**src/design/mbid_pkg.sv**
```systemverilog
// shared constants, types and helpers for the multi-button debouncer
package mbid_pkg;

    localparam int NUM_BUTTONS = 8;
    localparam int COUNT_WIDTH = 8;
    localparam int COUNT_MAX   = (1 << COUNT_WIDTH) - 1;

    localparam int NUM_THR     = 8;
    localparam int THR_W       = 8;
    localparam int MASK_W      = 8;
    localparam int CFG_INDEX_W = 4;
    localparam int CFG_DATA_W  = 8;

    localparam logic [THR_W-1:0] THR_RESET = 8'd10;

    // request codes
    localparam logic REQ_TICK = 1'b0;
    localparam logic REQ_INIT = 1'b1;

    typedef logic [COUNT_WIDTH-1:0] count_t;
    typedef logic [THR_W-1:0] thr_t;
    typedef logic [NUM_THR-1:0][THR_W-1:0] thr_bank_t;
    typedef logic [MASK_W-1:0] mask_t;

    typedef struct packed {
        logic fire;
        logic req;
        logic pin;
        logic clr_rise;
        logic clr_fall;
    } lane_ctrl_t;

    typedef struct packed {
        logic level;
        logic rise_lat;
        logic fall_lat;
        logic rise_ev;
        logic fall_ev;
    } lane_out_t;

    // threshold above the counter range saturates at the largest count
    function automatic count_t clamp_thr(input thr_t thr);
        logic [31:0] t;
        t = 32'(thr);
        if (t > 32'(COUNT_MAX)) begin
            return count_t'(COUNT_MAX);
        end
        return count_t'(t);
    endfunction

endpackage

```
**src/design/mbid_cfg.sv**
```systemverilog
// threshold register bank written through the configuration channel
module mbid_cfg (
    input  logic                                 aclk,
    input  logic                                 aresetn,
    input  logic                                 cfg_valid,
    output logic                                 cfg_ready,
    input  logic [mbid_pkg::CFG_INDEX_W-1:0]     cfg_index,
    input  logic [mbid_pkg::CFG_DATA_W-1:0]      cfg_data,
    output mbid_pkg::thr_bank_t                  thr
);

    mbid_pkg::thr_bank_t thr_reg;

    assign cfg_ready = 1'b1;
    assign thr       = thr_reg;

    always_ff @(posedge aclk) begin
        if (!aresetn) begin
            for (int i = 0; i < mbid_pkg::NUM_THR; i++) begin
                thr_reg[i] <= mbid_pkg::THR_RESET;
            end
        end else if (cfg_valid && cfg_ready) begin
            // indexes beyond the bank are dropped
            for (int i = 0; i < mbid_pkg::NUM_THR; i++) begin
                if (cfg_index == mbid_pkg::CFG_INDEX_W'(i)) begin
                    thr_reg[i] <= mbid_pkg::thr_t'(cfg_data);
                end
            end
        end
    end

endmodule

```
**src/design/mbid_lane.sv**
```systemverilog
// one button lane: integrating counter, debounced level and edge latches
module mbid_lane (
    input  logic                 aclk,
    input  logic                 aresetn,
    input  mbid_pkg::lane_ctrl_t ctrl,
    input  mbid_pkg::thr_t       thr,
    output mbid_pkg::lane_out_t  res
);

    mbid_pkg::count_t count_reg, count_next;
    mbid_pkg::count_t thr_c;
    logic level_reg, level_next;
    logic rise_reg, fall_reg;
    logic rise_ev, fall_ev;
    logic rise_lat, fall_lat;

    assign thr_c = mbid_pkg::clamp_thr(thr);

    always_comb begin
        count_next = count_reg;
        level_next = level_reg;
        rise_ev    = 1'b0;
        fall_ev    = 1'b0;
        priority if (ctrl.req == mbid_pkg::REQ_INIT) begin
            level_next = ctrl.pin;
            count_next = ctrl.pin ? thr_c : '0;
        end else if (ctrl.pin) begin
            if (count_reg < thr_c) begin
                count_next = mbid_pkg::count_t'(count_reg + 1'b1);
            end else begin
                rise_ev    = !level_reg;
                level_next = 1'b1;
            end
        end else begin
            if (count_reg != '0) begin
                count_next = mbid_pkg::count_t'(count_reg - 1'b1);
            end else begin
                fall_ev    = level_reg;
                level_next = 1'b0;
            end
        end
        // init clears both latches
        rise_lat = (ctrl.req == mbid_pkg::REQ_INIT) ? 1'b0 : (rise_reg | rise_ev);
        fall_lat = (ctrl.req == mbid_pkg::REQ_INIT) ? 1'b0 : (fall_reg | fall_ev);
    end

    assign res.level    = level_next;
    assign res.rise_lat = rise_lat;
    assign res.fall_lat = fall_lat;
    assign res.rise_ev  = rise_ev;
    assign res.fall_ev  = fall_ev;

    always_ff @(posedge aclk) begin
        if (!aresetn) begin
            count_reg <= '0;
            level_reg <= 1'b0;
            rise_reg  <= 1'b0;
            fall_reg  <= 1'b0;
        end else if (ctrl.fire) begin
            count_reg <= count_next;
            level_reg <= level_next;
            rise_reg  <= rise_lat & !ctrl.clr_rise;
            fall_reg  <= fall_lat & !ctrl.clr_fall;
        end
    end

endmodule

```
**src/design/multi_button_integrating_debouncer.sv**
```systemverilog
// top level: input register, per-button lanes, result register
// an accepted item waits in the input register, then moves into the result register
// throughput: one item per cycle while the result slot is free or m_ready is high
// the input register refills while a finished result waits on m_ready
// reset (synchronous, active low): counters, levels and latches clear,
// thresholds return to 10, both channels empty
module multi_button_integrating_debouncer (
    input  logic                             aclk,
    input  logic                             aresetn,
    input  logic                             s_valid,
    output logic                             s_ready,
    input  logic                             s_req_type,
    input  logic [mbid_pkg::MASK_W-1:0]      s_pin_levels,
    input  logic [mbid_pkg::MASK_W-1:0]      s_clear_rising,
    input  logic [mbid_pkg::MASK_W-1:0]      s_clear_falling,
    output logic                             m_valid,
    input  logic                             m_ready,
    output logic [mbid_pkg::MASK_W-1:0]      m_debounced_levels,
    output logic [mbid_pkg::MASK_W-1:0]      m_rising_latched,
    output logic [mbid_pkg::MASK_W-1:0]      m_falling_latched,
    output logic [mbid_pkg::MASK_W-1:0]      m_rising_events,
    output logic [mbid_pkg::MASK_W-1:0]      m_falling_events,
    input  logic                             cfg_valid,
    output logic                             cfg_ready,
    input  logic [mbid_pkg::CFG_INDEX_W-1:0] cfg_index,
    input  logic [mbid_pkg::CFG_DATA_W-1:0]  cfg_data
);

    mbid_pkg::thr_bank_t thr;

    logic            in_valid_reg;
    logic            req_reg;
    mbid_pkg::mask_t pins_reg;
    mbid_pkg::mask_t clr_r_reg;
    mbid_pkg::mask_t clr_f_reg;

    logic            out_valid_reg;
    mbid_pkg::mask_t level_out_reg;
    mbid_pkg::mask_t rise_lat_out_reg;
    mbid_pkg::mask_t fall_lat_out_reg;
    mbid_pkg::mask_t rise_ev_out_reg;
    mbid_pkg::mask_t fall_ev_out_reg;

    mbid_pkg::mask_t level_next, rise_lat_next, fall_lat_next;
    mbid_pkg::mask_t rise_ev_next, fall_ev_next;

    logic fire;

    // held item moves into the result register when that slot is free
    assign fire    = in_valid_reg && (!out_valid_reg || m_ready);
    assign s_ready = !in_valid_reg || fire;

    mbid_cfg u_cfg (
        .aclk      (aclk),
        .aresetn   (aresetn),
        .cfg_valid (cfg_valid),
        .cfg_ready (cfg_ready),
        .cfg_index (cfg_index),
        .cfg_data  (cfg_data),
        .thr       (thr)
    );

    for (genvar i = 0; i < mbid_pkg::NUM_BUTTONS; i++) begin : g_lane
        mbid_pkg::lane_ctrl_t ctrl;
        mbid_pkg::lane_out_t  res;

        assign ctrl.fire     = fire;
        assign ctrl.req      = req_reg;
        assign ctrl.pin      = pins_reg[i];
        assign ctrl.clr_rise = clr_r_reg[i];
        assign ctrl.clr_fall = clr_f_reg[i];

        mbid_lane u_lane (
            .aclk    (aclk),
            .aresetn (aresetn),
            .ctrl    (ctrl),
            .thr     (thr[i]),
            .res     (res)
        );

        assign level_next[i]    = res.level;
        assign rise_lat_next[i] = res.rise_lat;
        assign fall_lat_next[i] = res.fall_lat;
        assign rise_ev_next[i]  = res.rise_ev;
        assign fall_ev_next[i]  = res.fall_ev;
    end

    // lanes that are not built report zero
    for (genvar i = mbid_pkg::NUM_BUTTONS; i < mbid_pkg::MASK_W; i++) begin : g_unused
        assign level_next[i]    = 1'b0;
        assign rise_lat_next[i] = 1'b0;
        assign fall_lat_next[i] = 1'b0;
        assign rise_ev_next[i]  = 1'b0;
        assign fall_ev_next[i]  = 1'b0;
    end

    always_ff @(posedge aclk) begin
        if (!aresetn) begin
            in_valid_reg  <= 1'b0;
            out_valid_reg <= 1'b0;
        end else begin
            if (s_valid && s_ready) begin
                in_valid_reg <= 1'b1;
            end else if (fire) begin
                in_valid_reg <= 1'b0;
            end
            if (fire) begin
                out_valid_reg <= 1'b1;
            end else if (m_ready) begin
                out_valid_reg <= 1'b0;
            end
        end
    end

    always_ff @(posedge aclk) begin
        if (s_valid && s_ready) begin
            req_reg   <= s_req_type;
            pins_reg  <= s_pin_levels;
            clr_r_reg <= s_clear_rising;
            clr_f_reg <= s_clear_falling;
        end
        if (fire) begin
            level_out_reg    <= level_next;
            rise_lat_out_reg <= rise_lat_next;
            fall_lat_out_reg <= fall_lat_next;
            rise_ev_out_reg  <= rise_ev_next;
            fall_ev_out_reg  <= fall_ev_next;
        end
    end

    assign m_valid            = out_valid_reg;
    assign m_debounced_levels = level_out_reg;
    assign m_rising_latched   = rise_lat_out_reg;
    assign m_falling_latched  = fall_lat_out_reg;
    assign m_rising_events    = rise_ev_out_reg;
    assign m_falling_events   = fall_ev_out_reg;

endmodule

```
**config.mk**
```make
export PLATFORM = sky130hd
export DESIGN_NAME = multi_button_integrating_debouncer
export DESIGN_NICKNAME = d
export VERILOG_FILES = /design/src/design/mbid_pkg.sv /design/src/design/mbid_cfg.sv /design/src/design/mbid_lane.sv /design/src/design/multi_button_integrating_debouncer.sv
export SDC_FILE = /design/constraint.sdc
export NUM_CORES = 1
export LEC_CHECK = 0
export BUFFER_PORTS_ARGS = -buffer_cell sky130_fd_sc_hd__buf_2
export CAP_MARGIN = 20
export CORE_MARGIN = 1
export CORE_UTILIZATION = 66
export CTS_BUF_LIST = sky130_fd_sc_hd__clkbuf_4 sky130_fd_sc_hd__clkbuf_8 sky130_fd_sc_hd__clkbuf_16
export DETAILED_ROUTE_END_ITERATION = 8
export PLACE_DENSITY = 0.84
export SLEW_MARGIN = 5
export SYNTH_ARGS = -nofsm -noshare
export SYNTH_HDL_FRONTEND = slang
export SYNTH_SLANG_ARGS = --single-unit
```
**constraint.sdc**
```tcl
create_clock -name aclk -period 4.42 [get_ports aclk]
set_input_delay 0.221 -clock aclk [delete_from_list [all_inputs] [get_ports aclk]]
set_output_delay 0.221 -clock aclk [all_outputs]
set_load 0.005 [all_outputs]
```
### Word level (Yosys, flattened, before mapping)

Index checks and enable logic that the tools add are counted.

| operators by class | value |
|---|---|
| equality and inequality tests | 15 |
| bitwise gates (word level) | 32 |
| $add $sub $neg | 16 |
| muxes and demuxes | 140 |
| reduce and logical (&&, ||, !) cells | 65 |
| order comparisons | 8 |

Operators with widths:

| cell | count |
|---|---|
| $mux W8 | 40 |
| $mux W1 | 100 |
| $add A8 B1 Y8 const B | 8 |
| $lt A8 B8 Y1 | 8 |
| $reduce_bool A8 Y1 | 8 |
| $sub A8 B1 Y8 const B | 8 |
| $logic_not A1 Y1 | 26 |
| $ne A3 B2 Y1 const B | 8 |
| $reduce_and A3 Y1 | 8 |
| $reduce_bool A3 Y1 | 8 |
| $and A1 B1 Y1 | 16 |
| $eq A4 B3 Y1 const B | 4 |
| $or A1 B1 Y1 | 16 |
| $reduce_and A2 Y1 | 8 |
| $eq A4 B2 Y1 const B | 2 |
| $eq A4 B1 Y1 const B | 1 |
| $logic_not A4 Y1 | 1 |
| $reduce_bool A2 Y1 | 2 |
| $logic_and A1 B1 Y1 | 2 |
| $logic_or A1 B1 Y1 | 2 |

| word-level totals | value |
|---|---|
| output and inout bits | 43 |
| word-level logic and storage cells | 327 |
| register bits after elaboration | 219 |
| input bits | 42 |

### Depth between registers and ports, before layout

| depth | value |
|---|---|
| depth in word-level cells | 7 |
| gate-level depth with buffers | 10 |
| depth with buffers taken out | 9 |

### Cells and area by module

Synthesis repeated with hierarchy kept, for this count alone.

| unflattened totals | value |
|---|---|
| cell total of the unflattened synthesis | 1543 |
| area, all modules | 13965.9 um^2 |

Modules (own cells, without submodules):

| module | area each (um^2) | cells an instance | instances | seq. area each (um^2) |
|---|---|---|---|---|
| mbid_lane at g_lane[3].u_lane ... | 1203.7 | 159 | 3 | 220.2 |
| mbid_cfg | 2443.6 | 238 | 1 | 1281.2 |
| mbid_lane at g_lane[0].u_lane ... | 1197.4 | 157 | 2 | 220.2 |
| mbid_lane at g_lane[6].u_lane ... | 1173.6 | 148 | 2 | 220.2 |
| multi_button_integrating_debouncer | 2055.7 | 74 | 1 | 1991.9 |
| mbid_lane at g_lane[1].u_lane | 1113.6 | 144 | 1 | 220.2 |

### Worst setup path before layout

No wires, ideal clock.

| path | value |
|---|---|
| path type | register -> register |
| start | reg out_valid_reg (netlist: m_valid) |
| end | reg g_lane[1].u_lane.count_reg[1] |
| cell stages (with the launch flop) | 9 |
| period minus slack after synthesis | 2.915 ns |
| path slack | 1.505 ns |
| path buffers | 3 |
| arrival time | 2.844 ns |
| required time | 4.350 ns |
| library setup time | 0.070 ns |
| cells stage by stage | dfxtp_1 > nor2b_2 > nand2b_1 > buf_2 > inv_1 > clkbuf_1 > buf_1 > o21ai_0 > a21oi_1 |

| on the way | value |
|---|---|
| cells in the longest elaborated chain, start to end | 4 |

RTL lines:

| item | RTL line | text |
|---|---|---|
| from (decl) | multi_button_integrating_debouncer.sv:37 | `logic out_valid_reg;` |
| from (signal assigned) | multi_button_integrating_debouncer.sv:100 | `out_valid_reg <= 1'b0;` |
| from (signal assigned) | multi_button_integrating_debouncer.sv:108 | `out_valid_reg <= 1'b1;` |
| from (signal assigned) | multi_button_integrating_debouncer.sv:110 | `out_valid_reg <= 1'b0;` |
| $logic_not A1 Y1 | multi_button_integrating_debouncer.sv:50 | `assign fire = in_valid_reg && (!out_valid_reg \|\| m_ready);` |
| $logic_or A1 B1 Y1 | multi_button_integrating_debouncer.sv:50 |  |
| $logic_and A1 B1 Y1 | multi_button_integrating_debouncer.sv:50 |  |
| net fire | multi_button_integrating_debouncer.sv:47 | `logic fire;` |
| $reduce_and A3 Y1 (no source line) | n/a |  |
| to (signal assigned) | mbid_lane.sv:60 | `count_reg <= count_next;` |
| to (decl) | mbid_lane.sv:10 | `mbid_pkg::count_t count_reg, count_next;` |

The timed path passes the listed nets, and every way through them passes these cells.
A chain may end at the register's enable or synchronous reset.

### Worst setup path after layout

| path | value |
|---|---|
| start | reg pins_reg[0] |
| end | reg g_lane[0].u_lane.count_reg[6] |

| on the way | value |
|---|---|
| cells in the longest elaborated chain, start to end | 2 |
| elaborated cells between the ends (all ways) | 6 |
| classes of those cells | eq/ne (1); mux (3); reduce/logical (2) |

RTL lines:

| item | RTL line | text |
|---|---|---|
| from (decl) | multi_button_integrating_debouncer.sv:33 | `mbid_pkg::mask_t pins_reg;` |
| from (signal assigned) | multi_button_integrating_debouncer.sv:118 | `pins_reg <= s_pin_levels;` |
| $ne A3 B2 Y1 (no source line) (tied with other cells) | n/a |  |
| $reduce_and A3 Y1 (no source line) or $mux W8 (tied branches) | n/a |  |
| to (signal assigned) | mbid_lane.sv:60 |  |
| to (decl) | mbid_lane.sv:10 |  |

Several ways; a longest one is shown, not always the timed one.

==> impl_results.md <==
* Area fraction in and, or, nand and nor cells after synthesis at 0.1646
* Synthesized area at 0.01262 mm2
* Remaining max-slew budget at the tightest pin at 0.3157
* Synth area leaders: dfxtp_1 (24%), edfxtp_1 (15%), ha_1 (10%)
* Weighted congestion reported at the end of routability-driven placement at 0.9174
* Number of enable flip-flop cells after synthesis at 65
* # port buffers at 83
* Setup Fix Bufs, Post-CTS at 0
* Syn-to-layout area delta at 12.73%
* Yosys warnings at 0
* Critical path launch point: pins_reg[0]
* Hold Path Depth at 4
* Critical path data arrival time at roughly 3.2 ns
* Smallest hold slack at 0.01306 ns
* Count of routing violations after the opening detailed-route iteration at 934
* Share of final-layout standard cells stronger than drive strength 1 at 0.1149
* CTS tree: done
* Class of the most critical setup path: reg2reg
* Endpoint of the most critical register-to-register path: g_lane[0].u_lane.count_reg[6]
* Static leakage power at 6.288 nW
* Number of global-route vias before repair at 10710
* Clock network latency to the later pin of the worst-skew pair at 0.53 ns
* Fraction of synthesized cell area taken by the top area cell type at 0.2442
* Initial antenna violation count at 0
* Detail-routed net length per standard cell at 19.13 um
* Maximum number of buffers from clock root to sink at 3
* Number of top-level design ports at between 80 and 90
* DRT Wirelength at 32780 um
* Fraction of synthesized cell area in xor and xnor cells at 0.03261
* Clock slew at the register clock pins of the worst setup and hold paths at 0.06 ns
* Worst Setup End Kind: register
* HPWL after detailed placement at 20940 um
* # nets final at about 1600
* GRT Util Overall at 0.3362
* Final TNS setup at 0 ns
* Final Slew Violations at 0
* Pwr/cell area at a little under 400 mW/mm2
* X dimension of the die at about 140 um
* Path class of the lowest-slack min-delay path: in2reg
* Setup Skew at 0.02393 ns
* Vertical die dimension at between 100 and 150 um
* Adder-Cell Fraction of Synth Area at 0.1158
* Combinational family with the most area after synthesis: compound AO/OA/AOI/OAI gates
* Total die area at a little under 0.02 mm2
* Setup repair after global routing missed its margin: false
* Starting density of the core at 0.6748
* Master cell of the clock root buffer: clkbuf_16
* Least-Margin Pin Slew at 1.024 ns
* R2r startpoint: pins_reg[0]
* Reg2Reg Depth at 9
* Syn avg cell area at 9.095 um2
* Total congestion overflow after global routing at 0
* Post-Synthesis Net Count at ~1500
* Peak supply drop at 0.3614 mV
* Final worst-path cycle share at 0.6319
* Part of the Yosys area used for sequential elements at 0.3989
* Core area at 0.01871 mm2
* Quantity of hold-fixing buffers added after cts at 26
* Nature of the critical path startpoint: register
* Final critical delay including setup and external delays at 2.793 ns
* Antenna-violating nets left at 0
* Cts bufs inserted at 24
* Total number of H-tree levels at 1
* Main flop type after synthesis: dfxtp_1
* Ant. Diodes at 0
* Via-to-Cell Ratio at between 6 and 7
* Post-synthesis compound-gate area fraction at 0.1829
* Number of different library cells in the post-synthesis netlist at 79
* Post-synthesis async set-or-reset flop share at 0
* Mapped Cells at approximately 1400
* Wire length of the first global-routing pass at 53200 um
* Min-Delay Startpoint: m_ready
* Portion of netlist area occupied by mux cells at 0.05551
* Number of setup violations in the final report at 0
* Post-route DRC at 0
* Pin count of the biggest net entering global routing at 76
* Maximum clock frequency at 358.0 MHz
* Endpoint of the worst hold path: m_valid
* CP Max Fanout at 15
* Pre-Repair DR Iteration Count at 5
* Outcome: finished clean
* Number of vias after detailed routing at between 10000 and 15000
* Number of hold-slack violations in the final timing report at 0
* Maximum capacitance violations at 0
* Required time of the worst setup path at a little under 5 ns
* Clock sink count at 219
* Post_cts resized at 0
* Flop and latch count out of synthesis at 219
* Register-to-register setup slack at 1.63 ns
* Cell type contributing the most total cell area after synthesis: dfxtp_1
* Filler Cell Count at 1251
* Rows at 50
-- stage by stage --
| stage | worst slack (ns) | total power [mW] | area (um2) | utilization | instances |
|---|---|---|---|---|---|
| after floorplan | 1.505 | 3.117 | 12620 | - | 1388 |
| after global placement | 1.781 | 3.343 | 13120 | 0.7014 | 1642 |
| after detailed placement | 1.670 | 3.384 | 13120 | 0.7014 | 1642 |
| after CTS | 1.651 | 5.493 | 14220 | 0.7605 | 1712 |
| after global routing | 1.479 | 5.736 | 14230 | 0.7607 | 1713 |
| final | 1.627 | 5.518 | 14230 | 0.7607 | 1713 |
-- layout by cell type, fill, tap and decap left out, types with 9 or more instances in the layout --
cell / n
a211oi_1: 12
a21o_1: 38
a21oi_1: 89
a311oi_1: 21
and3_1: 9
buf_2: 83
buf_4: 13
clkbuf_16: 25
dfxtp_1: 154
dlygate4sd3_1: 26
edfxtp_1: 65
ha_1: 104
inv_1: 80
mux2i_1: 70
nand2_1: 101
nand2b_1: 11
nand3_1: 56
nor2_1: 165
nor3_1: 33
nor4_1: 19
o211a_1: 9
o211ai_1: 18
o21a_1: 15
o21ai_0: 60
xnor2_1: 35
xor2_1: 12
-- synth_stat cells (4+ instances only) --
cell type / instances
a211oi_1: 12
nor2b_1: 4
clkbuf_1: 46
inv_1: 82
ha_1: 104
o311ai_0: 4
a21oi_2: 4
buf_1: 20
nor3b_1: 7
buf_2: 7
a311oi_1: 21
a21oi_1: 89
xnor2_1: 35
nand2_1: 101
mux2i_1: 70
o21ai_0: 60
dfxtp_1: 154
nand2b_1: 12
a22oi_1: 6
o21bai_1: 8
or3_1: 7
a31oi_1: 7
and3_1: 9
o31ai_1: 5
xor2_1: 12
edfxtp_1: 65
o211ai_1: 18
nand4_1: 8
nor2_1: 165
fa_1: 8
a21o_1: 38
o211a_1: 9
nand3_1: 56
o21a_1: 15
nor3_1: 33
nor4_1: 19
or2_2: 6
-- cells by family after synthesis --
| kind of cell | after synthesis |
|---|---|
| buffers and inverters | 159 |
| adders and majority gates | 112 |
| and+or+nand+nor | 447 |
| muxes | 70 |
| AOI/OAI and AO/OA | 333 |
| DFF | 219 |
| xor gates and xnor gates | 47 |
| other | 1 |
-- power by group --
part / total (mW) / internal (mW) / switching, mW
sequential: 2.31 / 2.18 / 0.122
clock: 2.11 / 1.28 / 0.833
combinational: 1.10 / 0.466 / 0.633
-- cell type report --
class,count,area (um2),share of cell area
multi-input combinational,1010,6967,0.4896
sequential,219,5035,0.3538
timing repair buffer,123,778.2,0.05469
clock buffer,31,689.4,0.04845
inverter,83,312.8,0.02198
tap,234,292.8,0.02058
clock inverter,13,155.1,0.01090
-- worst max-delay path, stage by stage, from the launching register on --
cell and delay (ns):
edfxtp_1 0.69, inv_1 0.28, fa_1 0.49, a21o_1 0.20, a21o_1 0.21, a21o_1 0.18
a21oi_1 0.17, xnor2_1 0.13, nand2_1 0.07, a311oi_1 0.27
-- worst max path at each step --
stage,to,slack (ns)
3_5_place_dp,g_lane[2].u_lane.count_reg[7],1.67
6_report,g_lane[0].u_lane.count_reg[6],1.63
3_3_place_gp,g_lane[2].u_lane.count_reg[7],1.78
5_1_grt,g_lane[0].u_lane.count_reg[6],1.48
2_1_floorplan,g_lane[1].u_lane.count_reg[1],1.51
4_1_cts,g_lane[2].u_lane.count_reg[7],1.65
-- per-layer routing --
layer / wire (um) / vias up / GRT usage
met3: 2424 / 88 / 0.05162
li1: - / 5137 / -
met4: 1033 / 0 / 0.1371
met1: 13490 / 5192 / 0.4302
met5: 0 / - / 0
met2: 15830 / 483 / 0.5695
Note: power is estimated with default switching activity, not from simulation.
